[src/hdl/bmic_pkg.sv]
`default_nettype none

package bmic_pkg;

   // input kinds
   localparam logic KIND_TEXT = 1'b0;
   localparam logic KIND_END  = 1'b1;

   // bytes of interest
   localparam logic [7:0] CHAR_NEWLINE = 8'h0a;
   localparam logic [7:0] CHAR_LPAREN  = 8'h28;
   localparam logic [7:0] CHAR_RPAREN  = 8'h29;
   localparam logic [7:0] CHAR_LCURLY  = 8'h7b;
   localparam logic [7:0] CHAR_RCURLY  = 8'h7d;
   localparam logic [7:0] CHAR_LSQUARE = 8'h5b;
   localparam logic [7:0] CHAR_RSQUARE = 8'h5d;

   // bracket kinds
   localparam logic [1:0] TYPE_ROUND  = 2'd0;
   localparam logic [1:0] TYPE_CURLY  = 2'd1;
   localparam logic [1:0] TYPE_SQUARE = 2'd2;

   // report kinds
   localparam logic [1:0] RPT_INTERLOCK = 2'd0;
   localparam logic [1:0] RPT_OVERFLOW  = 2'd1;
   localparam logic [1:0] RPT_SUMMARY   = 2'd2;

   localparam int LINE_FIELD_BITS   = 24;
   localparam int COLUMN_FIELD_BITS = 16;
   localparam int TOTAL_FIELD_BITS  = 12;
   localparam logic [TOTAL_FIELD_BITS-1:0] TOTAL_MAX = 12'd4095;
   localparam int RSP_TDATA_BITS = 112;

   typedef struct packed {
      logic                         last_of_run;
      logic [1:0]                   report_kind;
      logic [LINE_FIELD_BITS-1:0]   other_line;
      logic [COLUMN_FIELD_BITS-1:0] other_column;
      logic [LINE_FIELD_BITS-1:0]   this_line;
      logic [COLUMN_FIELD_BITS-1:0] this_column;
      logic [1:0]                   other_type;
      logic [1:0]                   this_type;
      logic [TOTAL_FIELD_BITS-1:0]  unmatched_open_total;
      logic [TOTAL_FIELD_BITS-1:0]  unmatched_close_total;
      logic                         all_clear;
   } rsp_type;

endpackage

`default_nettype wire

[src/hdl/bmic_rsp_fifo.sv]
`default_nettype none

module bmic_rsp_fifo
   import bmic_pkg::*;
(
   input  wire logic       clock,
   input  wire logic       reset,
   input  wire logic [1:0] wr_count,
   input  wire rsp_type    wr_rec0,
   input  wire rsp_type    wr_rec1,
   output logic            has_room,
   output logic            out_valid,
   output rsp_type         out_rec,
   input  wire logic       out_ready
);

   localparam int DEPTH      = 4;
   localparam int PTR_BITS   = $clog2(DEPTH);
   localparam int COUNT_BITS = $clog2(DEPTH + 1);

   rsp_type                entries_ff [DEPTH];
   logic [PTR_BITS-1:0]    wptr_ff, wptr_in;
   logic [PTR_BITS-1:0]    rptr_ff, rptr_in;
   logic [COUNT_BITS-1:0]  count_ff, count_in;
   logic                   pop;

   assign out_valid = (count_ff != '0);
   assign out_rec   = entries_ff[rptr_ff];
   assign pop       = out_valid && out_ready;
   // room for the largest burst one item can cause
   assign has_room  = (count_ff <= COUNT_BITS'(DEPTH - 2));

   always_comb begin
      wptr_in  = wptr_ff + PTR_BITS'(wr_count);
      rptr_in  = rptr_ff + PTR_BITS'(pop);
      count_in = count_ff + COUNT_BITS'(wr_count) - COUNT_BITS'(pop);
   end

   always_ff @(posedge clock) begin
      if (wr_count != 2'd0) begin
         entries_ff[wptr_ff] <= wr_rec0;
      end
      if (wr_count == 2'd2) begin
         entries_ff[wptr_ff + PTR_BITS'(1)] <= wr_rec1;
      end
   end

   always_ff @(posedge clock) begin
      if (reset) begin
         wptr_ff  <= '0;
         rptr_ff  <= '0;
         count_ff <= '0;
      end else begin
         wptr_ff  <= wptr_in;
         rptr_ff  <= rptr_in;
         count_ff <= count_in;
      end
   end

endmodule

`default_nettype wire

[config.mk]
export PLATFORM = sky130hd
export DESIGN_NAME = bmic_rsp_fifo
export DESIGN_NICKNAME = d
export VERILOG_FILES = /design/src/hdl/bmic_pkg.sv /design/src/hdl/bmic_rsp_fifo.sv
export SDC_FILE = /design/constraint.sdc
export NUM_CORES = 1
export LEC_CHECK = 0
export BUFFER_PORTS_ARGS = -buffer_cell sky130_fd_sc_hd__buf_2
export CORE_AREA = 2 2 210 212
export DETAILED_ROUTE_END_ITERATION = 6
export DIE_AREA = 0 0 212 214
export GPL_TIMING_DRIVEN = 1
export PLACE_DENSITY = 0.82
export SYNTH_ARGS = -nofsm -noshare
export SYNTH_HDL_FRONTEND = slang
export SYNTH_SLANG_ARGS = --single-unit
[constraint.sdc]
create_clock -name clock -period 10.63 [get_ports clock]
set_input_delay 2.6575 -clock clock [delete_from_list [all_inputs] [get_ports clock]]
set_output_delay 2.6575 -clock clock [all_outputs]
set_load 0.01 [all_outputs]
# Word-level counts from Yosys, hierarchy flattened
# Memories as Yosys holds them, arrays and structs flattened. A register that Yosys moved wholly into a read port is not among the register bits.
# Cells that the tools add are included.
[word_totals]
regBits = 7
n_memories = 1
latchBits = 0
ramBits = 448
input_bits = 229
rom_bits = 0
[classes]
n_shift = 0
bitwise_logic = 0
n_addsub = 5
reduce_logical = 3
eq_ne = 1
n_mul = 0
div_mod_pow = 0
magnitude_cmp = 1
mux = 5
[memory_table]
columns = ["memory", "words", "word_bits", "rd", "rd_clocked_by_memory_dff", "write_ports", "line", "source"]
rows = [
  ["entries_ff", 4, 112, 1, 1, 2, "bmic_rsp_fifo.sv:21", "rsp_type entries_ff [DEPTH];"],
]
[op_table]
columns = ["operator", "n"]
rows = [
  ["$mux W1", 4],
  ["$add A3 B2 Y3", 1],
  ["$le A3 B2 Y1 const B", 1],
  ["$reduce_bool A3 Y1", 1],
  ["$sub A3 B1 Y3", 1],
  ["$add A2 B1 Y2", 1],
  ["$add A2 B1 Y2 const B", 1],
  ["$add A2 B2 Y2", 1],
  ["$eq A2 B2 Y1 const B", 1],
  ["$mux W2", 1],
  ["$reduce_bool A2 Y1", 1],
  ["$logic_and A1 B1 Y1", 1],
]

# Longest topological paths before layout
[logic_depth]
word_depth = 4
mapped_depth = 7
depth_no_buf = 6

# Worst setup path before layout
# No wires, ideal clock.
[synth_timing]
kind = "input -> register"
from = "input port wr_count[1]"
to = "memory entries_ff[0][0] (netlist bit), enable pin"
path_slack_ps = -808
t_arrival_ps = 10701
cell_stages = 3
setup_time_ps = 737
required_time_ps = 9893
n_path_buf = 1
path_cell_list = "buf_4 > o21bai_1 > o21ai_0"
[synth_rtl]
columns = ["item", "line", "source"]
rows = [
  ["start: declaration", "bmic_rsp_fifo.sv:8", "input wire logic [1:0] wr_count,"],
  ["end: declaration", "bmic_rsp_fifo.sv:21", ""],
]

==> flow_summary.toml <==
[placement]
port_buffers = 342
place.gp.congestion = 0.746
place_area_um2 = 24100
dp.final_hpwl_um = 29900

[floorplan]
die_area_um2 = 45400
rows = 76
die_h_um = 214
start_util = 0.515
die_width_um = 212
ios = 343
core_area_um2 = 42900

[logic_synthesis]
synthAdderAreaFrac = 0.00261
synth_most_common_cell = "edfxtp_1"
yosys.area_share.xor_xnor = 0.00204
synth_edf_count = 448
synth-seq-area-share = 0.616
synth_largest_type_area_fraction = 0.609
synth_top_family_by_area = "multiplexers"
synth_compound_area_frac = 0.00187
synthArstFlopShare = 0
yosysTopAreaCell = "edfxtp_1"
avgSynthCellArea_um2 = 19.6
yosys_register_bits = 455
synth_nets = 1362
synthCells = 1129
synthFlopType = "edfxtp_1"
yosysUniqueCellTypes = 29
yosys.area_share.simple = 0.00550
synth.top_cells.by_count = "edfxtp_1 (448), mux2_2 (367), mux4_2 (112)"
synth.area.top_cells = "edfxtp_1 (61%), mux2_2 (19%), mux4_2 (11%)"
synth.cell_area_um2 = 22100
synth_mux_area_frac = 0.345
ys_warn_count = 0

[sta]
slew_headroom = 0.216
rsz0062_at_grt = "false"
fin_crit_sh = 0.553
finalHoldViolations = 0
tightestPinTransition_ns = 1.17
fmax_ghz = 0.170
period_needed_ns = 5.88
tns_ns = 0
fin_worst_skew_ns = 0.0274
setup_violations = 0
slew_viol_final = 0

[finish]
stdcell_area_um2 = 25700
syn2layout_area_growth_pct = 16.5
post-route-util = 0.600
nets = 1698
drive_gt1_frac = 0.615

[drt]
top_layer = "met5"
ant_nets = 0
dr.pass1.iters = 4
wl_met3_um = 3600
num_vias = 12041
avgRoutedWirePerCell_um = 24.1
routed_via_density = 5.73
drt_iter0_markers = 713
met1_length_um = 20100
drc = 0
routed_wl_um = 50600
met2_length_um = 25400

[pwr]
ir_drop_v = 0.000143
p_int_mw = 3.69
pwr-share-clk = 0.331
p_switching_mw = 1.32
power_density_nw_per_um2 = 195
combPwrFrac = 0.209
switching_share = 0.263
leakagePower_nw = 8.95
pwr-share-seq = 0.459

[global_routing]
grt_pass1_vias = 13226
grt_max_degree = 67
grt_overflow = 0
grt_pass1_wl_um = 77600
grt_usage = 0.226
antenna_found_initial = 20

[clock_network]
cts_buffers = 48
cts.sinks = 455
hold_buffers = 0
post-cts-setup-buffers = 0
post_cts_resized = 0
cts_buffer_depth = 3
insertion_delay_ns = 0.59
clk_pin_slew_ns = 0.06
ctsRootBufferMaster = "clkbuf_16"
tritoncts = "built"
htreeDepth = 2

[worst_setup_path]
crit_slowest_cell = "dfxtp_4"
cpLargestDelayFamily = "flip-flops"
worstPathArrival_ns = 3.22
path_cells = "buf_4, mux4_2, buf_2"
path_buf_inv = 2
max_stage_delay_ns = 1.04
crit_required_ns = 7.97
path_class = "flop to output pin"
cp-start-kind = "flop"
crit_path_end_kind = "output pin"
crit_path_max_fanout = 49

[run]
cap_violations = 0

[outcome]
status = "finished clean"

[hold_path]
min_path_type = "flop to flop"
state kept, by name, summed over array words and instances, names as in the netlist:
signal	cells
count_ff	3
entries_ff	448
rptr_ff	2
wptr_ff	2
metal layers:
layer | vias to the layer above | GRT usage
li1 | 5375 | -
met1 | 6189 | 0.282
met2 | 361 | 0.380
met3 | 104 | 0.0547
met4 | 12 | 0.0862
met5 | - | 0
cell families (layout without fill, tap and decap cells):
group                    Yosys count  in the layout
flip-flops                       455            455
AO/OA/AOI/OAI                      6              6
adder cells (fa/ha/maj)            4              4
buffers and inverters             81            454
other                              0             14
XOR/XNOR                           2              2
AND/OR/NAND/NOR                   17             17
multiplexers                     564            564
power by group through the flow:
stage	Combinational, mW	Clock [mW]	Sequential (mW)
2_1_floorplan	0.720	0	2.30
3_3_place_gp	1.05	0	2.33
3_5_place_dp	1.06	0	2.34
4_1_cts	1.07	1.69	2.30
5_1_grt	1.12	1.75	2.32
6_report	1.05	1.66	2.30
per-stage QoR:
stage | hold WS [ns] | setup WS, ns | power (mW) | instances
finish | 0.732 | 4.75 | 5.00 | 2101
global route | 0.744 | 4.45 | 5.20 | 2098
CTS | 0.721 | 4.59 | 5.06 | 2087
detailed placement | 0.713 | 5.13 | 3.40 | 2000
global placement | 0.685 | 5.15 | 3.38 | 2000
floorplan | 0.657 | 1.99 | 3.02 | 1129
layout by cell type (no fill, tap or decap), types with 8 or more instances in the layout:
cell type / instances
mux4_2: 112
diode_2: 14
clkbuf_1: 8
mux2_1: 83
buf_2: 342
clkinv_1: 8
clkbuf_16: 49
clkinv_2: 13
edfxtp_1: 448
buf_4: 21
mux2_2: 367
final cells by class:
class | instances | area, um2
antenna | 14 | 35.0
clock buffer | 57 | 1260
clock inverter | 30 | 279
fill | 3137 | 17200
inverter | 4 | 15.0
multi-input combinational | 593 | 7930
sequential | 455 | 13600
tap | 585 | 732
timing repair buffer | 363 | 1870
path summary, 6_finish.rpt:
kind                                  start                end  slack (ns)  cells after the start
worst min-delay path            count_ff[2]        count_ff[2]        0.73                      2
worst min register to register  count_ff[2]        count_ff[2]        0.73                      2
worst max register to register   wptr_ff[1]  entries_ff[2][55]        7.46                      4
worst max-delay path             rptr_ff[0]        out_rec[60]        4.75                      3
worst min-delay path, cell delays in order, from the launching register on:
cell     delay (ns)
dfxtp_1        0.40
xnor3_1        0.25
nor2_1         0.04
Power figures use the tool's default switching activity.
